**src/tlts_pkg.sv**
```systemverilog
// shared types, token codes and character tables for the token scanner
// no dependencies
`default_nettype none

package tlts_pkg;

    // defaults for the top-level parameters
    localparam int MAX_WORD_LENGTH_DEF = 255;
    localparam int QUEUE_DEPTH_DEF     = 4;

    localparam int NUM_SPECIALS = 10;
    localparam int NUM_KEYWORDS = 8;
    localparam int KW_SLOTS     = 8;

    // token kinds
    localparam logic [4:0] KIND_ASSIGN   = 5'd10;
    localparam logic [4:0] KIND_KEYWORD0 = 5'd11;
    localparam logic [4:0] KIND_NUMBER   = 5'd19;
    localparam logic [4:0] KIND_IDENT    = 5'd20;
    localparam logic [4:0] KIND_ERROR    = 5'd21;

    localparam logic [7:0] CHAR_COLON  = 8'h3A;
    localparam logic [7:0] CHAR_EQUALS = 8'h3D;

    // single-character tokens, position gives the token kind
    localparam logic [7:0] SPECIAL_CHARS [NUM_SPECIALS] = '{
        8'h3B,  // ;
        8'h3D,  // =
        8'h3C,  // <
        8'h28,  // (
        8'h29,  // )
        8'h2F,  // /
        8'h2A,  // *
        8'h2B,  // +
        8'h2D,  // -
        8'h20   // space
    };

    // keyword spellings, zero padded
    localparam logic [7:0] KW_TEXT [NUM_KEYWORDS][KW_SLOTS] = '{
        '{"i", "f", 8'h00, 8'h00, 8'h00, 8'h00, 8'h00, 8'h00},
        '{"t", "h", "e", "n", 8'h00, 8'h00, 8'h00, 8'h00},
        '{"e", "l", "s", "e", 8'h00, 8'h00, 8'h00, 8'h00},
        '{"e", "n", "d", 8'h00, 8'h00, 8'h00, 8'h00, 8'h00},
        '{"r", "e", "p", "e", "a", "t", 8'h00, 8'h00},
        '{"u", "n", "t", "i", "l", 8'h00, 8'h00, 8'h00},
        '{"r", "e", "a", "d", 8'h00, 8'h00, 8'h00, 8'h00},
        '{"w", "r", "i", "t", "e", 8'h00, 8'h00, 8'h00}
    };

    localparam logic [2:0] KW_LEN [NUM_KEYWORDS] = '{
        3'd2, 3'd4, 3'd4, 3'd3, 3'd6, 3'd5, 3'd4, 3'd5
    };

    // results of one input item: an optional word token, then an optional
    // single-character or assign token
    typedef struct packed {
        logic       has_word;
        logic [4:0] word_kind;
        logic [7:0] word_len;
        logic       has_tok;
        logic [4:0] tok_kind;
        logic [7:0] tok_char;
    } step_rec_t;

    function automatic logic is_digit(input logic [7:0] c);
        return (c >= "0") && (c <= "9");
    endfunction

    function automatic logic is_letter(input logic [7:0] c);
        return ((c >= "a") && (c <= "z")) || ((c >= "A") && (c <= "Z"));
    endfunction

endpackage

`default_nettype wire

```
**src/tlts_if.sv**
```systemverilog
// valid/ready channel interfaces for source characters and tokens
// no dependencies
`default_nettype none

interface tlts_char_if;
    logic       valid;
    logic       ready;
    logic [7:0] ch;
    logic       line_end;

    modport source (output valid, output ch, output line_end, input ready);
    modport sink   (input valid, input ch, input line_end, output ready);
endinterface

interface tlts_token_if;
    logic       valid;
    logic       ready;
    logic [4:0] token_kind;
    logic [7:0] token_char;
    logic [7:0] word_length;
    logic       last_of_run;

    modport source (output valid, output token_kind, output token_char,
                    output word_length, output last_of_run, input ready);
    modport sink   (input valid, input token_kind, input token_char,
                    input word_length, input last_of_run, output ready);
endinterface

`default_nettype wire

```
**src/tiny_language_token_scanner.sv**
```systemverilog
// token scanner top level; depends on tlts_pkg, tlts_if, tlts_front, tlts_queue, tlts_back
// a token's record enters the queue when its character is accepted and then loads the
// output register once that register is empty or its token is taken
// throughput: one character per cycle while each gives at most one token; a two-token
// character yields both tokens in turn; intake stops while the queue is full
// reset: asynchronous, clears the word state, any held colon, the queue and the output
`default_nettype none

module tiny_language_token_scanner #(
    parameter int MAX_WORD_LENGTH = tlts_pkg::MAX_WORD_LENGTH_DEF,
    parameter int QUEUE_DEPTH     = tlts_pkg::QUEUE_DEPTH_DEF
) (
    input  wire logic     clk,
    input  wire logic     rst_n,
    tlts_char_if.sink     chars,
    tlts_token_if.source  tokens
);

    // records from the front end, one per character that gives any token
    tlts_pkg::step_rec_t push_rec;
    tlts_pkg::step_rec_t head;
    logic                push;
    logic                full;
    logic                pop;
    logic                empty;

    // front end: word state, colon lookahead and classification
    tlts_front #(
        .MAX_WORD_LENGTH (MAX_WORD_LENGTH)
    ) u_front (
        .clk        (clk),
        .rst_n      (rst_n),
        .chars      (chars),
        .rec        (push_rec),
        .rec_push   (push),
        .queue_full (full)
    );

    // decouples character intake from token delivery
    tlts_queue #(
        .DEPTH (QUEUE_DEPTH)
    ) u_queue (
        .clk      (clk),
        .rst_n    (rst_n),
        .push     (push),
        .push_rec (push_rec),
        .full     (full),
        .pop      (pop),
        .head     (head),
        .empty    (empty)
    );

    // back end: word token first, then the single-character or assign token
    tlts_back u_back (
        .clk    (clk),
        .rst_n  (rst_n),
        .head   (head),
        .empty  (empty),
        .pop    (pop),
        .tokens (tokens)
    );

endmodule

`default_nettype wire

```
**src/tlts_front.sv**
```systemverilog
// front end: accepts characters, keeps the word state and classifies words
// depends on tlts_pkg and tlts_if
`default_nettype none

module tlts_front #(
    parameter int MAX_WORD_LENGTH = tlts_pkg::MAX_WORD_LENGTH_DEF
) (
    input  wire logic              clk,
    input  wire logic              rst_n,
    tlts_char_if.sink              chars,
    output tlts_pkg::step_rec_t    rec,
    output logic                   rec_push,
    input  wire logic              queue_full
);

    localparam int CNT_W = $clog2(MAX_WORD_LENGTH + 1);

    typedef struct packed {
        logic [CNT_W-1:0] cnt;
        logic             only_digits;
        logic             only_letters;
        logic             saw_foreign;
        logic [7:0]       hits;
    } word_t;

    typedef struct packed {
        logic       has;
        logic [4:0] kind;
        logic [7:0] len;
    } wtok_t;

    localparam word_t WORD_CLEAR = '{
        cnt: '0, only_digits: 1'b1, only_letters: 1'b1, saw_foreign: 1'b0, hits: 8'hFF
    };

    word_t word_reg, word_next;
    logic  colon_reg, colon_next;

    function automatic word_t append(input word_t w, input logic [7:0] c);
        word_t r;
        logic  dig;
        logic  is_let;
        r      = w;
        dig    = tlts_pkg::is_digit(c);
        is_let = tlts_pkg::is_letter(c);
        for (int k = 0; k < tlts_pkg::NUM_KEYWORDS; k++)
        begin
            if (!((w.cnt < CNT_W'(tlts_pkg::KW_LEN[k])) &&
                  (tlts_pkg::KW_TEXT[k][w.cnt[2:0]] == c)))
            begin
                r.hits[k] = 1'b0;
            end
        end
        if (!dig)
        begin
            r.only_digits = 1'b0;
        end
        if (!is_let)
        begin
            r.only_letters = 1'b0;
        end
        if (!dig && !is_let)
        begin
            r.saw_foreign = 1'b1;
        end
        if (32'(w.cnt) < 32'(MAX_WORD_LENGTH))
        begin
            r.cnt = w.cnt + 1'b1;
        end
        return r;
    endfunction

    // later assignments take priority: keywords, then number, ident, error
    function automatic wtok_t classify(input word_t w);
        wtok_t t;
        t.has  = 1'b0;
        t.kind = tlts_pkg::KIND_ERROR;
        t.len  = (32'(w.cnt) > 32'd255) ? 8'hFF : 8'(w.cnt);
        if (w.saw_foreign)
        begin
            t.has  = 1'b1;
            t.kind = tlts_pkg::KIND_ERROR;
        end
        if (w.only_letters)
        begin
            t.has  = 1'b1;
            t.kind = tlts_pkg::KIND_IDENT;
        end
        if (w.only_digits)
        begin
            t.has  = 1'b1;
            t.kind = tlts_pkg::KIND_NUMBER;
        end
        for (int k = tlts_pkg::NUM_KEYWORDS - 1; k >= 0; k--)
        begin
            if (w.hits[k] && (w.cnt == CNT_W'(tlts_pkg::KW_LEN[k])))
            begin
                t.has  = 1'b1;
                t.kind = tlts_pkg::KIND_KEYWORD0 + 5'(k);
            end
        end
        if (w.cnt == '0)
        begin
            t.has = 1'b0;
        end
        return t;
    endfunction

    logic       accept;
    logic       spec_hit;
    logic [4:0] spec_kind;
    word_t      pre_word;
    word_t      post_word;
    wtok_t      wtok;

    assign chars.ready = !queue_full;
    assign accept      = chars.valid && chars.ready;
    assign rec_push    = accept && (rec.has_word || rec.has_tok);

    always_comb
    begin
        spec_hit  = 1'b0;
        spec_kind = '0;
        for (int i = 0; i < tlts_pkg::NUM_SPECIALS; i++)
        begin
            if (chars.ch == tlts_pkg::SPECIAL_CHARS[i])
            begin
                spec_hit  = 1'b1;
                spec_kind = 5'(i);
            end
        end
    end

    always_comb
    begin
        // a held colon not followed by '=' joins the word first
        pre_word   = colon_reg ? append(word_reg, tlts_pkg::CHAR_COLON) : word_reg;
        post_word  = append(pre_word, chars.ch);
        rec        = '0;
        word_next  = word_reg;
        colon_next = 1'b0;
        wtok       = classify(pre_word);
        if (colon_reg && (chars.ch == tlts_pkg::CHAR_EQUALS))
        begin
            wtok          = classify(word_reg);
            rec.has_word  = wtok.has;
            rec.word_kind = wtok.kind;
            rec.word_len  = wtok.len;
            rec.has_tok   = 1'b1;
            rec.tok_kind  = tlts_pkg::KIND_ASSIGN;
            word_next     = WORD_CLEAR;
        end
        else if (spec_hit)
        begin
            rec.has_word  = wtok.has;
            rec.word_kind = wtok.kind;
            rec.word_len  = wtok.len;
            rec.has_tok   = 1'b1;
            rec.tok_kind  = spec_kind;
            rec.tok_char  = chars.ch;
            word_next     = WORD_CLEAR;
        end
        else if ((chars.ch == tlts_pkg::CHAR_COLON) && !chars.line_end)
        begin
            word_next  = pre_word;
            colon_next = 1'b1;
        end
        else if (chars.line_end)
        begin
            wtok          = classify(post_word);
            rec.has_word  = wtok.has;
            rec.word_kind = wtok.kind;
            rec.word_len  = wtok.len;
            word_next     = WORD_CLEAR;
        end
        else
        begin
            word_next = post_word;
        end
    end

    always_ff @(posedge clk or negedge rst_n)
    begin
        if (!rst_n)
        begin
            word_reg  <= WORD_CLEAR;
            colon_reg <= 1'b0;
        end
        else if (accept)
        begin
            word_reg  <= word_next;
            colon_reg <= colon_next;
        end
    end

endmodule

`default_nettype wire

```
**src/tlts_queue.sv**
```systemverilog
// short queue of per-item token records between front and back end
// depends on tlts_pkg
`default_nettype none

module tlts_queue #(
    parameter int DEPTH = tlts_pkg::QUEUE_DEPTH_DEF
) (
    input  wire logic                 clk,
    input  wire logic                 rst_n,
    input  wire logic                 push,
    input  wire tlts_pkg::step_rec_t  push_rec,
    output logic                      full,
    input  wire logic                 pop,
    output tlts_pkg::step_rec_t       head,
    output logic                      empty
);

    localparam int PTR_W = (DEPTH > 1) ? $clog2(DEPTH) : 1;
    localparam int CNT_W = $clog2(DEPTH + 1);

    tlts_pkg::step_rec_t slots_reg [DEPTH];
    logic [PTR_W-1:0]    wr_ptr_reg, rd_ptr_reg;
    logic [CNT_W-1:0]    fill_reg, fill_next;
    logic                do_push, do_pop;

    assign full    = (fill_reg == CNT_W'(DEPTH));
    assign empty   = (fill_reg == '0);
    assign do_push = push && !full;
    assign do_pop  = pop && !empty;
    assign head    = slots_reg[rd_ptr_reg];

    function automatic logic [PTR_W-1:0] bump(input logic [PTR_W-1:0] p);
        return (p == PTR_W'(DEPTH - 1)) ? '0 : p + 1'b1;
    endfunction

    always_comb
    begin
        fill_next = fill_reg;
        if (do_push && !do_pop)
        begin
            fill_next = fill_reg + 1'b1;
        end
        else if (do_pop && !do_push)
        begin
            fill_next = fill_reg - 1'b1;
        end
    end

    always_ff @(posedge clk)
    begin
        if (do_push)
        begin
            slots_reg[wr_ptr_reg] <= push_rec;
        end
    end

    always_ff @(posedge clk or negedge rst_n)
    begin
        if (!rst_n)
        begin
            wr_ptr_reg <= '0;
            rd_ptr_reg <= '0;
            fill_reg   <= '0;
        end
        else
        begin
            fill_reg <= fill_next;
            if (do_push)
            begin
                wr_ptr_reg <= bump(wr_ptr_reg);
            end
            if (do_pop)
            begin
                rd_ptr_reg <= bump(rd_ptr_reg);
            end
        end
    end

endmodule

`default_nettype wire

```
**src/tlts_back.sv**
```systemverilog
// back end: splits each record into its tokens and drives the output register
// depends on tlts_pkg and tlts_if
`default_nettype none

module tlts_back (
    input  wire logic                 clk,
    input  wire logic                 rst_n,
    input  wire tlts_pkg::step_rec_t  head,
    input  wire logic                 empty,
    output logic                      pop,
    tlts_token_if.source              tokens
);

    logic       valid_reg;
    logic       word_done_reg, word_done_next;
    logic [4:0] kind_reg, kind_next;
    logic [7:0] char_reg, char_next;
    logic [7:0] len_reg, len_next;
    logic       last_reg, last_next;
    logic       load;

    assign load = !empty && (!valid_reg || tokens.ready);

    always_comb
    begin
        pop            = 1'b0;
        word_done_next = word_done_reg;
        kind_next      = head.tok_kind;
        char_next      = head.tok_char;
        len_next       = '0;
        last_next      = 1'b1;
        if (load)
        begin
            if (head.has_word && !word_done_reg)
            begin
                kind_next = head.word_kind;
                char_next = '0;
                len_next  = head.word_len;
                last_next = !head.has_tok;
                if (head.has_tok)
                begin
                    word_done_next = 1'b1;
                end
                else
                begin
                    pop = 1'b1;
                end
            end
            else
            begin
                pop            = 1'b1;
                word_done_next = 1'b0;
            end
        end
    end

    always_ff @(posedge clk)
    begin
        if (load)
        begin
            kind_reg <= kind_next;
            char_reg <= char_next;
            len_reg  <= len_next;
            last_reg <= last_next;
        end
    end

    always_ff @(posedge clk or negedge rst_n)
    begin
        if (!rst_n)
        begin
            valid_reg     <= 1'b0;
            word_done_reg <= 1'b0;
        end
        else
        begin
            word_done_reg <= word_done_next;
            if (load)
            begin
                valid_reg <= 1'b1;
            end
            else if (tokens.ready)
            begin
                valid_reg <= 1'b0;
            end
        end
    end

    assign tokens.valid       = valid_reg;
    assign tokens.token_kind  = kind_reg;
    assign tokens.token_char  = char_reg;
    assign tokens.word_length = len_reg;
    assign tokens.last_of_run = last_reg;

endmodule

`default_nettype wire

```
**src/flat_wrapper.sv**
```systemverilog
// flat-port wrapper written by rule: the top's interface ports become plain ports
module tiny_language_token_scanner_flat 
#(
    parameter int MAX_WORD_LENGTH = tlts_pkg::MAX_WORD_LENGTH_DEF,
    parameter int QUEUE_DEPTH     = tlts_pkg::QUEUE_DEPTH_DEF
)
  (clk, rst_n, chars_valid, chars_ch, chars_line_end, chars_ready, tokens_valid, tokens_token_kind, tokens_token_char, tokens_word_length, tokens_last_of_run, tokens_ready);
  tlts_char_if chars_i ();
  tlts_token_if tokens_i ();
  input  wire logic clk;
  input  wire logic rst_n;
  input wire logic [$bits(chars_i.valid)-1:0] chars_valid;
  input wire logic [$bits(chars_i.ch)-1:0] chars_ch;
  input wire logic [$bits(chars_i.line_end)-1:0] chars_line_end;
  output wire logic [$bits(chars_i.ready)-1:0] chars_ready;
  output wire logic [$bits(tokens_i.valid)-1:0] tokens_valid;
  output wire logic [$bits(tokens_i.token_kind)-1:0] tokens_token_kind;
  output wire logic [$bits(tokens_i.token_char)-1:0] tokens_token_char;
  output wire logic [$bits(tokens_i.word_length)-1:0] tokens_word_length;
  output wire logic [$bits(tokens_i.last_of_run)-1:0] tokens_last_of_run;
  input wire logic [$bits(tokens_i.ready)-1:0] tokens_ready;
  assign chars_i.valid = chars_valid;
  assign chars_i.ch = chars_ch;
  assign chars_i.line_end = chars_line_end;
  assign chars_ready = chars_i.ready;
  assign tokens_valid = tokens_i.valid;
  assign tokens_token_kind = tokens_i.token_kind;
  assign tokens_token_char = tokens_i.token_char;
  assign tokens_word_length = tokens_i.word_length;
  assign tokens_last_of_run = tokens_i.last_of_run;
  assign tokens_i.ready = tokens_ready;
  tiny_language_token_scanner #(.MAX_WORD_LENGTH(MAX_WORD_LENGTH), .QUEUE_DEPTH(QUEUE_DEPTH)) u_core (.clk(clk), .rst_n(rst_n), .chars(chars_i), .tokens(tokens_i));
endmodule
```
**config.mk**
```make
export PLATFORM = sky130hd
export DESIGN_NAME = tiny_language_token_scanner_flat
export DESIGN_NICKNAME = d
export VERILOG_FILES = /design/src/tlts_pkg.sv /design/src/tlts_if.sv /design/src/tiny_language_token_scanner.sv /design/src/tlts_front.sv /design/src/tlts_queue.sv /design/src/tlts_back.sv /design/src/flat_wrapper.sv
export SDC_FILE = /design/constraint.sdc
export NUM_CORES = 1
export LEC_CHECK = 0
export ABC_AREA = 1
export BUFFER_PORTS_ARGS = -buffer_cell sky130_fd_sc_hd__buf_2
export CORE_MARGIN = 2
export CORE_UTILIZATION = 57
export DETAILED_ROUTE_END_ITERATION = 7
export PLACE_DENSITY = 0.77
export SLEW_MARGIN = 20
export SYNTH_ARGS = -nofsm -noshare
export SYNTH_HDL_FRONTEND = slang
export SYNTH_HIERARCHICAL = 1
export SYNTH_SLANG_ARGS = --single-unit
```
**constraint.sdc**
```tcl
create_clock -name clk -period 4.8 [get_ports clk]
set_clock_uncertainty 0.15 [all_clocks]
set_input_delay 0.96 -clock clk [delete_from_list [all_inputs] [get_ports clk]]
set_output_delay 0.96 -clock clk [all_outputs]
set_load 0.005 [all_outputs]
```
==> results of run 1 <==
layout by cell type, fill, tap and decap left out, types with 5 or more instances in the layout:
cell                          n
sky130_fd_sc_hd__a21oi_1     27
sky130_fd_sc_hd__a22oi_1      9
sky130_fd_sc_hd__buf_2       36
sky130_fd_sc_hd__buf_4       20
sky130_fd_sc_hd__clkbuf_16   17
sky130_fd_sc_hd__dfrtp_1     18
sky130_fd_sc_hd__dfstp_2     10
sky130_fd_sc_hd__edfxtp_1   134
sky130_fd_sc_hd__ha_1        12
sky130_fd_sc_hd__inv_1      177
sky130_fd_sc_hd__inv_2       17
sky130_fd_sc_hd__nand2_1    302
sky130_fd_sc_hd__nand2_2     12
sky130_fd_sc_hd__nand2_4     13
sky130_fd_sc_hd__nand3_1     55
sky130_fd_sc_hd__nand3_2      5
sky130_fd_sc_hd__nand4_1     12
sky130_fd_sc_hd__nor2_1     103
sky130_fd_sc_hd__nor2_2      16
sky130_fd_sc_hd__nor2_4       6
sky130_fd_sc_hd__nor3_1      14
sky130_fd_sc_hd__nor4_1       9
sky130_fd_sc_hd__o211ai_1    28
sky130_fd_sc_hd__o211ai_2    31
sky130_fd_sc_hd__o21ai_0     29
sky130_fd_sc_hd__o21ai_1      7
sky130_fd_sc_hd__o221ai_1     9
sky130_fd_sc_hd__o22ai_1      6
repair_timing:
action / 4_1_cts / 5_1_grt
gates resized for setup: 0 / 1
hold buffers: 0 / 0
endpoints found under the setup margin: 0 / 1
path summary, 6_finish.rpt:
check,from,end,depth (start not counted)
max,u_core/u_front/word_reg[11],u_core/u_queue/fill_reg[2],32
min,u_core/u_front/word_reg[7],u_core/u_front/word_reg[7],2
max reg2reg,u_core/u_front/word_reg[11],u_core/u_queue/fill_reg[2],32
min reg2reg,u_core/u_front/word_reg[7],u_core/u_front/word_reg[7],2
max in group asynchronous,rst_n,u_core/u_queue/rd_ptr_reg[0],1
min in group asynchronous,rst_n,u_core/u_back/tokens.valid,1
layer usage:
metal / up-vias / GRT usage, % / wire (µm)
met3: 62 / 4.36 / 1820
met4: 0 / 10.9 / 705
met2: 363 / 48.0 / 12400
li1: 3835 / - / -
met5: - / 0 / 0
met1: 3742 / 38.6 / 10700
layout make-up:
class	instances	area [µm²]	area share (%)
flip-flops and latches	163	4770	43.7
multi-input cells	745	4120	37.8
inverters	198	743	6.81
clock buffers	19	443	4.06
repair buffers	60	410	3.76
well taps	225	282	2.58
clock inverters	13	139	1.27
per-stage QoR:
stage	util [%]	worst slack (ns)	power (mW)	instance area, µm²
after global routing	63.5	0.0495	6.04	10900
after global placement	60.1	0.475	4.30	10300
after floorplan	-	0.0386	3.82	9920
after detailed placement	60.1	0.397	4.34	10300
final	63.5	0.412	5.69	10900
after CTS	63.5	0.401	5.69	10900
cells by family after synthesis:
group / count (synthesis)
flops: 163
other cells: 1
buf+inv: 237
xor+xnor: 6
simple gates: 566
compound gates: 157
fa+ha+maj: 13
worst register-to-register path, delay by kind of cell, from the launching register on:
kind	cells	cell delay [ns]
buffers and inverters	4	0.41
adders and majority gates	4	1.03
AOI/OAI and AO/OA	1	0.09
and+or+nand+nor	23	2.24
DFF	1	0.38
power by group through the flow:
stage	Clock [mW]	Combinational (mW)	Sequential, mW
after global routing	1.41	2.55	2.08
after detailed placement	0	2.27	2.07
after global placement	0	2.24	2.06
after CTS	1.36	2.29	2.04
final	1.34	2.31	2.04
after floorplan	0	1.79	2.03
==> tab_implementation.tex, run 1 <==
\begin{tabular}{lr}
\hline
Metric & Value \\
\hline
\multicolumn{2}{l}{\textbf{Clocking}} \\
Number of sinks on the clock net & 163 \\
Insertion delay to the later sink of the worst-skew pair & 0.43 ns \\
Clock-pin slew on the worst setup and hold paths & 0.07 ns \\
Clock buffer count from CTS & 17 \\
TritonCTS clock tree & done \\
Cell chosen for the clock root & sky130\_fd\_sc\_hd\_\_clkbuf\_16 \\
Buffer levels on the longest clock path & 2 \\
CTS HTree Levels & 4 \\
Post-CTS setup buffers & 0 \\
\multicolumn{2}{l}{\textbf{Yosys}} \\
Most numerous cell in the Yosys netlist & sky130\_fd\_sc\_hd\_\_nand2\_1 \\
Top post-synthesis cells by count & 302 x sky130\_fd\_sc\_hd\_\_nand2\_1, 177 x sky130\_fd\_sc\_hd\_\_inv\_1, 134 x sky130\_fd\_sc\_hd\_\_edfxtp\_1, 107 x sky130\_fd\_sc\_hd\_\_nor2\_1, 55 x sky130\_fd\_sc\_hd\_\_nand3\_1 \\
Fraction of the mapped netlist area in compound gates & 12.0\% \\
Fraction of registers with async set or reset after synthesis & 17.8\% \\
Synth Area in Adders & 1.72\% \\
Post-synth design cell area & 9910 µm² \\
Total of warnings raised by yosys & 6 \\
Xor-xnor portion of the synthesized cell area & 0.606\% \\
Multiplexer fraction of the synthesized cell area & 0\% \\
Largest cells by area after synthesis & sky130\_fd\_sc\_hd\_\_edfxtp\_1 41\%, sky130\_fd\_sc\_hd\_\_nand2\_1 11\%, sky130\_fd\_sc\_hd\_\_inv\_1 6.7\%, sky130\_fd\_sc\_hd\_\_dfrtp\_1 4.8\%, sky130\_fd\_sc\_hd\_\_nor2\_1 4.1\% \\
Post-Synthesis Mean Instance Area & 8.67 µm² \\
Fraction of the mapped netlist area in simple logic gates & 27.0\% \\
Leading area contributor after synthesis & sky130\_fd\_sc\_hd\_\_edfxtp\_1 \\
Distinct cells, synth & 59 \\
Yosys top cell area share & 40.6\% \\
Most used DFF post-synth & sky130\_fd\_sc\_hd\_\_edfxtp\_1 \\
Number of synthesized flops with an enable pin & 134 \\
Post-synthesis instance total & 1,143 \\
Synthesized flop and latch total & 163 \\
Dominant combinational cell family by area after synthesis & simple AND/OR/NAND/NOR gates \\
Register area share after synthesis & 48.0\% \\
\multicolumn{2}{l}{\textbf{Power}} \\
Design internal power & 3.38 mW \\
Clock network fraction of design power & 23.6\% \\
Worst-case vdd ir drop & 463 µV \\
Net Switching & 2.32 mW \\
Switching Fraction & 40.7\% \\
Combinational share of power & 40.5\% \\
Power per Cell Area & 522 nW/µm² \\
Sequential share of power & 35.9\% \\
Leak & 4.90 nW \\
\multicolumn{2}{l}{\textbf{Detailed routing}} \\
Total wire length & 25.6 mm \\
Number of DRC violations after detailed routing & 0 \\
Number of DRC markers in iteration 0 & 943 \\
Post-route ant nets & 0 \\
Routed length per instance & 18.0 µm \\
Number of detailed-routing iterations run before antenna repair & 8 \\
Via/cell ratio & 5.62 \\
Total via count after detailed routing & 8,002 \\
\multicolumn{2}{l}{\textbf{Worst setup path}} \\
Most common cell type on the critical path & sky130\_fd\_sc\_hd\_\_nand2\_1 \\
Sort of element at the start of the critical path & register \\
Arrival @ worst endpoint & 4.56 ns \\
Top Family by Delay on Critical Path & simple AND/OR/NAND/NOR gates \\
Reg-to-reg setup timing slack & 0.41 ns \\
Slowest cell on the critical path & sky130\_fd\_sc\_hd\_\_dfrtp\_1 \\
Classification of the worst setup path & reg -> reg \\
Data required, critical path & 4.98 ns \\
Kind of end point of the critical path & register \\
CP max stage delay & 0.38 ns \\
Worst-path maximum fanout & 13 \\
CP bufs+invs & 4 \\
\multicolumn{2}{l}{\textbf{Global routing}} \\
Wire length of the first global-routing pass & 40.4 mm \\
Total global routing overflow & 0 \\
Maximum number of pins on one net before global-route repair & 85 \\
Initial antenna violation count & 0 \\
GR Util All Layers & 28.9\% \\
Number of global-route vias before repair & 7,571 \\
\multicolumn{2}{l}{\textbf{STA}} \\
Final hold violation count & 0 \\
Min Clock Period, post-route & 4.39 ns \\
Maximum achievable frequency & 228 MHz \\
Max-slew headroom & 37.5\% \\
Unrepaired setup endpoints after global routing & false \\
Final setup fails & 0 \\
Final Slew Violations & 0 \\
Period Utilization, post-route & 91.4\% \\
Setup Total Neg Slack & 0 ns \\
Final hold slack & 0.350 ns \\
Worst-Margin Slew & 0.938 ns \\
\multicolumn{2}{l}{\textbf{Floorplan}} \\
Count of boundary I/O pins & 37 \\
Initial standard-cell utilization of the core & 57.7\% \\
Floorplan core area & 17,200 µm² \\
Full die area & 18,500 µm² \\
Width of the die & 136 µm \\
Die height & 136 µm \\
Std cell rows & 48 \\
\multicolumn{2}{l}{\textbf{Outcome}} \\
Result of the run & completed \\
\multicolumn{2}{l}{\textbf{Final layout}} \\
Antenna cell count & 0 \\
Number of flip-flops under the largest register name & 112 \\
Number of nets in the layout & 1,211 \\
Area growth syn-to-layout & 10.0\% \\
Fraction of layout instances using a drive strength above 1 & 18.2\% \\
Count of placed standard cells in the final layout, fillers left out & 1,423 \\
Number of filler cells placed in the layout & 1,451 \\
\multicolumn{2}{l}{\textbf{Placed design}} \\
Placed wire-length estimate & 18.2 mm \\
Count of buffers from port buffering & 36 \\
Placed Cells & 1,391 \\
Weighted congestion reported at the end of routability-driven placement & 0.977 \\
\multicolumn{2}{l}{\textbf{Hold path}} \\
Worst hold path class & reg -> reg \\
\multicolumn{2}{l}{\textbf{Run}} \\
Max-Cap Viols & 0 \\
\hline
\end{tabular}
(Power assumes the default switching activity.)
==> run 2: changes to the inputs <==
- BUFFER_PORTS_ARGS: -buffer_cell sky130_fd_sc_hd__buf_2 -> default
- CORE_UTILIZATION: 57 -> 58
- DONT_BUFFER_PORTS: default -> 1
- PLACE_DENSITY: 0.77 -> 0.76
==> tab_implementation.tex, run 2 (synthesized netlist as in run 1, its figures left out) <==
\begin{tabular}{lr}
\hline
Metric & Value \\
\hline
\multicolumn{2}{l}{\textbf{Hold path}} \\
Worst hold path class & in -> async \\
\multicolumn{2}{l}{\textbf{Clocking}} \\
Insertion delay to the later sink of the worst-skew pair & 0.42 ns (about the same) \\
Post-CTS setup buffers & 0 (unchanged) \\
Number of sinks on the clock net & 163 (unchanged) \\
Count of hold-fix buffers inserted at cts & 0 (unchanged) \\
Cell chosen for the clock root & sky130\_fd\_sc\_hd\_\_clkbuf\_16 \\
Clock buffer count from CTS & 17 (unchanged) \\
TritonCTS clock tree & done \\
Quantity of gates resized following cts & 0 (unchanged) \\
CTS HTree Levels & 4 (unchanged) \\
Buffer levels on the longest clock path & 2 (unchanged) \\
Clock-pin slew on the worst setup and hold paths & 0.07 ns (about the same) \\
\multicolumn{2}{l}{\textbf{Power}} \\
Power per Cell Area & 524 nW/µm² (+0.40\%) \\
Worst-case vdd ir drop & 399 µV (-14\%) \\
Sequential share of power & 38.0\% (+2.1 points) \\
Leak & 4.77 nW (-2.6\%) \\
Net Switching & 2.28 mW (-1.6\%) \\
Switching Fraction & 40.5\% (-0.20 points) \\
Combinational share of power & 37.9\% (-2.6 points) \\
Clock network fraction of design power & 24.1\% (+0.5 points) \\
Design internal power & 3.35 mW (-0.81\%) \\
\multicolumn{2}{l}{\textbf{Floorplan}} \\
Count of boundary I/O pins & 37 (unchanged) \\
Std cell rows & 47 (-2.1\%) \\
Full die area & 18,200 µm² (-1.7\%) \\
Width of the die & 135 µm (-0.84\%) \\
Die height & 135 µm (-0.84\%) \\
Initial standard-cell utilization of the core & 59.6\% (+1.9 points) \\
Floorplan core area & 16,600 µm² (-3.1\%) \\
\multicolumn{2}{l}{\textbf{Global routing}} \\
GR Util All Layers & 29.0\% (+0.093 points) \\
Number of global-route vias before repair & 7,607 (+0.48\%) \\
Maximum number of pins on one net before global-route repair & 68 (-20\%) \\
Initial antenna violation count & 0 (unchanged) \\
Wire length of the first global-routing pass & 40.3 mm (-0.15\%) \\
Total global routing overflow & 0 (unchanged) \\
\multicolumn{2}{l}{\textbf{Outcome}} \\
Result of the run & completed \\
\multicolumn{2}{l}{\textbf{Final layout}} \\
Antenna cell count & 0 (unchanged) \\
Commonest cells after routing, fill and taps aside & 302 x sky130\_fd\_sc\_hd\_\_nand2\_1, 176 x sky130\_fd\_sc\_hd\_\_inv\_1, 134 x sky130\_fd\_sc\_hd\_\_edfxtp\_1 \\
Most common cell after layout, fill and taps aside & sky130\_fd\_sc\_hd\_\_nand2\_1 \\
Fin area & 10,700 µm² (-1.5\%) \\
Area growth syn-to-layout & 8.33\% \\
Sequential cell area & 4770 µm² (about the same) \\
Number of flip-flops under the largest register name & 112 (unchanged) \\
Multi-input gate area & 4140 µm² (+0.42\%) \\
Number of filler cells placed in the layout & 1,334 (-8.1\%) \\
Number of nets in the layout & 1,173 (-3.1\%) \\
Fraction of layout instances using a drive strength above 1 & 15.9\% (-2.3 points) \\
\multicolumn{2}{l}{\textbf{STA}} \\
Setup Total Neg Slack & 0 ns (unchanged) \\
Unrepaired setup endpoints after global routing & false \\
Max-slew headroom & 35.1\% (-2.4 points) \\
Min Clock Period, post-route & 4.41 ns (+0.0174 ns) \\
Final WS setup & 0.395 ns (-0.0174 ns) \\
Maximum achievable frequency & 227 MHz (-0.39\%) \\
Final Slew Violations & 0 (unchanged) \\
Final setup fails & 0 (unchanged) \\
Final hold violation count & 0 (unchanged) \\
Worst-Margin Slew & 0.973 ns (+0.0349 ns) \\
Period Utilization, post-route & 91.8\% (+0.36 points) \\
\multicolumn{2}{l}{\textbf{Worst setup path}} \\
Data required, critical path & 4.96 ns (-0.02 ns) \\
Most common cell type on the critical path & sky130\_fd\_sc\_hd\_\_nand2\_1 \\
Classification of the worst setup path & reg -> reg \\
CP max stage delay & 0.46 ns (+0.08 ns) \\
CP bufs+invs & 7 (+3) \\
Kind of end point of the critical path & register \\
Top Family by Delay on Critical Path & simple AND/OR/NAND/NOR gates \\
Slowest cell on the critical path & sky130\_fd\_sc\_hd\_\_dfrtp\_2 \\
Arrival @ worst endpoint & 4.57 ns (about the same) \\
Worst-path maximum fanout & 7 (-6) \\
Sort of element at the start of the critical path & register \\
\multicolumn{2}{l}{\textbf{Detailed routing}} \\
Number of detailed-routing iterations run before antenna repair & 6 (-2) \\
Via/cell ratio & 5.75 (+2.3\%) \\
Number of DRC markers in iteration 0 & 792 (-16\%) \\
Total via count after detailed routing & 7,938 (-0.80\%) \\
Total wire length & 25.3 mm (-1.3\%) \\
Number of DRC violations after detailed routing & 0 (unchanged) \\
Routed length per instance & 18.4 µm (+1.8\%) \\
Post-route ant nets & 0 (unchanged) \\
\multicolumn{2}{l}{\textbf{Placed design}} \\
Worst slack after detailed placement & 0.417 ns (+0.0196 ns) \\
Weighted congestion reported at the end of routability-driven placement & 1.00 (+2.6\%) \\
Placed cell areas & 10,100 µm² (-2.0\%) \\
Placed wire-length estimate & 18.2 mm (+0.28\%) \\
Count of buffers from port buffering & 0 (-100\%) \\
\multicolumn{2}{l}{\textbf{Run}} \\
Max-Cap Viols & 0 (unchanged) \\
\hline
\end{tabular}
-- run 2: cell type report --
cell class	count	share of cell area [%]
Sequential cell	163	44.4
Multi-Input combinational cell	745	38.6
Inverter	198	6.92
Clock buffer	17	3.96
Tap cell	220	2.56
Timing Repair Buffer	22	2.00
Clock inverter	15	1.58
-- run 2: worst paths after layout --
check | from | to | slack, ns | depth (start not counted)
max | u_core/u_front/word_reg[12] | u_core/u_queue/fill_reg[2] | 0.39 | 31
min | rst_n | u_core/u_back/word_done_reg | 0.07 | 0
max reg2reg | u_core/u_front/word_reg[12] | u_core/u_queue/fill_reg[2] | 0.39 | 31
min reg2reg | u_core/u_front/word_reg[7] | u_core/u_front/word_reg[7] | 0.37 | 2
max in group asynchronous | rst_n | u_core/u_front/word_reg[10] | 4.23 | 0
min in group clk | u_core/u_front/word_reg[7] | u_core/u_front/word_reg[7] | 0.37 | 2
-- run 2: per-stage QoR --
step	hold slack [ns]	cells	util, %	power (mW)
after floorplan	0.313	1145	-	3.82
after global placement	0.340	1348	60.8	4.18
after detailed placement	0.352	1348	60.8	4.25
after CTS	0.0551	1380	64.4	5.62
after global routing	0.0448	1380	64.5	5.96
final	0.0738	1380	64.5	5.63
-- run 2: power groups by stage --
stage	Sequential (mW)	Combinational, mW	Clock, mW
3_5_place_dp	2.16	2.09	0
2_1_floorplan	2.03	1.79	0
4_1_cts	2.14	2.10	1.38
5_1_grt	2.17	2.34	1.44
6_report	2.14	2.13	1.36
3_3_place_gp	2.15	2.03	0
-- run 2: routing by layer --
layer	vias up	routed length, µm	global-route usage, %
met2	405	12200	47.3
met4	0	769	10.7
met5	-	0	0
li1	3784	-	-
met1	3689	10300	37.9
met3	60	2140	6.87
==> run 3: changes to the inputs <==
- RECOVER_POWER: default -> 25
==> tab_implementation.tex, run 3 (synthesized netlist as in run 1, its figures left out) <==
\begin{tabular}{lr}
\hline
Metric & Value \\
\hline
\multicolumn{2}{l}{\textbf{Worst setup path}} \\
Classification of the worst setup path & reg -> reg \\
CP bufs+invs & 7 (unchanged) \\
Arrival @ worst endpoint & 4.54 ns (-0.03 ns) \\
Top Family by Delay on Critical Path & simple AND/OR/NAND/NOR gates \\
Kind of end point of the critical path & register \\
Slowest cell on the critical path & sky130\_fd\_sc\_hd\_\_dfrtp\_2 \\
CP max stage delay & 0.45 ns (about the same) \\
Most common cell type on the critical path & sky130\_fd\_sc\_hd\_\_nand2\_1 \\
Sort of element at the start of the critical path & register \\
Reg-to-reg setup timing slack & 0.42 ns (+0.02 ns) \\
Worst-path maximum fanout & 7 (unchanged) \\
Data required, critical path & 4.96 ns (about the same) \\
\multicolumn{2}{l}{\textbf{Run}} \\
Max-Cap Viols & 0 (unchanged) \\
\multicolumn{2}{l}{\textbf{Final layout}} \\
Area growth syn-to-layout & 8.17\% \\
Most common cell after layout, fill and taps aside & sky130\_fd\_sc\_hd\_\_nand2\_1 \\
Number of nets in the layout & 1,173 (unchanged) \\
Number of flip-flops under the largest register name & 112 (unchanged) \\
Antenna cell count & 0 (unchanged) \\
Number of filler cells placed in the layout & 1,336 (+0.15\%) \\
Count of placed standard cells in the final layout, fillers left out & 1,380 (unchanged) \\
Fin area & 10,700 µm² (-0.15\%) \\
Fraction of layout instances using a drive strength above 1 & 15.2\% (-0.69 points) \\
Commonest cells after routing, fill and taps aside & 303 x sky130\_fd\_sc\_hd\_\_nand2\_1, 181 x sky130\_fd\_sc\_hd\_\_inv\_1, 134 x sky130\_fd\_sc\_hd\_\_edfxtp\_1 \\
\multicolumn{2}{l}{\textbf{Detailed routing}} \\
Total via count after detailed routing & 7,939 (+0.013\%) \\
Number of detailed-routing iterations run before antenna repair & 6 (unchanged) \\
Number of DRC violations after detailed routing & 0 (unchanged) \\
Number of DRC markers in iteration 0 & 823 (+3.9\%) \\
Via/cell ratio & 5.75 (about the same) \\
Routed length per instance & 18.4 µm (about the same) \\
Post-route ant nets & 0 (unchanged) \\
Total wire length & 25.3 mm (about the same) \\
\multicolumn{2}{l}{\textbf{Power}} \\
Power per Cell Area & 523 nW/µm² (-0.21\%) \\
Leak & 4.76 nW (-0.16\%) \\
Worst-case vdd ir drop & 396 µV (-0.72\%) \\
\multicolumn{2}{l}{\textbf{Placed design}} \\
Placed wire-length estimate & 18.2 mm (unchanged) \\
Weighted congestion reported at the end of routability-driven placement & 1.00 (unchanged) \\
Placed Cells & 1,348 (unchanged) \\
Worst slack after detailed placement & 0.417 ns (unchanged) \\
Count of buffers from port buffering & 0 (unchanged) \\
Placed cell areas & 10,100 µm² (unchanged) \\
\multicolumn{2}{l}{\textbf{STA}} \\
Setup Total Neg Slack & 0 ns (unchanged) \\
Maximum achievable frequency & 228 MHz (+0.55\%) \\
Final WS setup & 0.419 ns (+0.0239 ns) \\
Max-slew headroom & 35.4\% (+0.32 points) \\
Final setup fails & 0 (unchanged) \\
Min Clock Period, post-route & 4.38 ns (-0.0239 ns) \\
Final hold violation count & 0 (unchanged) \\
Final hold slack & 0.0765 ns (+0.00270 ns) \\
Worst-Margin Slew & 0.968 ns (-0.00479 ns) \\
Final Slew Violations & 0 (unchanged) \\
Period Utilization, post-route & 91.3\% (-0.50 points) \\
Unrepaired setup endpoints after global routing & false \\
\multicolumn{2}{l}{\textbf{Floorplan}} \\
Count of boundary I/O pins & 37 (unchanged) \\
Std cell rows & 47 (unchanged) \\
Floorplan core area & 16,600 µm² (unchanged) \\
Full die area & 18,200 µm² (unchanged) \\
Die height & 135 µm (unchanged) \\
Initial standard-cell utilization of the core & 59.6\% (unchanged) \\
Width of the die & 135 µm (unchanged) \\
\multicolumn{2}{l}{\textbf{Hold path}} \\
Worst hold path class & in -> async \\
\multicolumn{2}{l}{\textbf{Clocking}} \\
Quantity of gates resized following cts & 0 (unchanged) \\
Post-CTS setup buffers & 0 (unchanged) \\
Clock buffer count from CTS & 17 (unchanged) \\
Cell chosen for the clock root & sky130\_fd\_sc\_hd\_\_clkbuf\_16 \\
Buffer levels on the longest clock path & 2 (unchanged) \\
CTS HTree Levels & 4 (unchanged) \\
Clock-pin slew on the worst setup and hold paths & 0.07 ns (about the same) \\
TritonCTS clock tree & done \\
Count of hold-fix buffers inserted at cts & 0 (unchanged) \\
Number of sinks on the clock net & 163 (unchanged) \\
Insertion delay to the later sink of the worst-skew pair & 0.42 ns (about the same) \\
\multicolumn{2}{l}{\textbf{Outcome}} \\
Result of the run & completed \\
\multicolumn{2}{l}{\textbf{Global routing}} \\
Total global routing overflow & 0 (unchanged) \\
Initial antenna violation count & 0 (unchanged) \\
GRT met2 Usage & 47.3\% (unchanged) \\
Most used routing layer in global routing & met2 \\
Global routing met1 resource utilization & 37.9\% (unchanged) \\
Number of global-route vias before repair & 7,607 (unchanged) \\
Maximum number of pins on one net before global-route repair & 68 (unchanged) \\
Wire length of the first global-routing pass & 40.3 mm (unchanged) \\
M3 GR Usage & 6.87\% (unchanged) \\
GR Util All Layers & 29.0\% (unchanged) \\
\hline
\end{tabular}
## run 3: report_power, final
group	internal, mW	switching, mW	leakage (nW)	total, mW
clock network	0.782	0.575	0.298	1.36
logic	0.658	1.46	2.86	2.12
registers	1.90	0.228	1.60	2.13
total	3.34	2.26	4.76	5.61
## run 3: layout make-up
cell class / count / area (µm²) / share of cell area (%)
inverters: 198 / 743 / 6.93
clock inverters: 15 / 170 / 1.59
clock buffers: 17 / 425 / 3.97
repair buffers: 22 / 211 / 1.97
multi-input cells: 745 / 4130 / 38.5
well taps: 220 / 275 / 2.57
flip-flops and latches: 163 / 4770 / 44.5
## run 3: path summary, 6_finish.rpt
kind	cells after the start	endpoint	start
worst min-delay path	0	u_core/u_back/word_done_reg	rst_n
min in group clk	2	u_core/u_front/word_reg[7]	u_core/u_front/word_reg[7]
worst max register to register	31	u_core/u_queue/fill_reg[2]	u_core/u_front/word_reg[12]
worst max-delay path	31	u_core/u_queue/fill_reg[2]	u_core/u_front/word_reg[12]
worst min register to register	2	u_core/u_front/word_reg[7]	u_core/u_front/word_reg[7]
max in group asynchronous	0	u_core/u_front/word_reg[10]	rst_n
## run 3: per-layer routing
metal  vias up  wire length, µm
li1       3781                -
met1      3694            10300
met2       405            12200
met3        59             2090
met4         0              787
met5         -                0
## run 3: worst register-to-register path: cells and delay by family, from the launching register on
| kind | cells | cell delay, ns |
|---|---|---|
| simple gates | 20 | 1.82 |
| fa+ha+maj | 3 | 0.83 |
| buf+inv | 7 | 0.78 |
| flops | 1 | 0.45 |
| compound gates | 1 | 0.24 |
## run 3: per-stage QoR
step	utilization (%)	power [mW]
4_1_cts	64.4	5.62
2_1_floorplan	-	3.82
3_5_place_dp	60.8	4.25
3_3_place_gp	60.8	4.18
5_1_grt	64.4	5.94
6_report	64.4	5.61
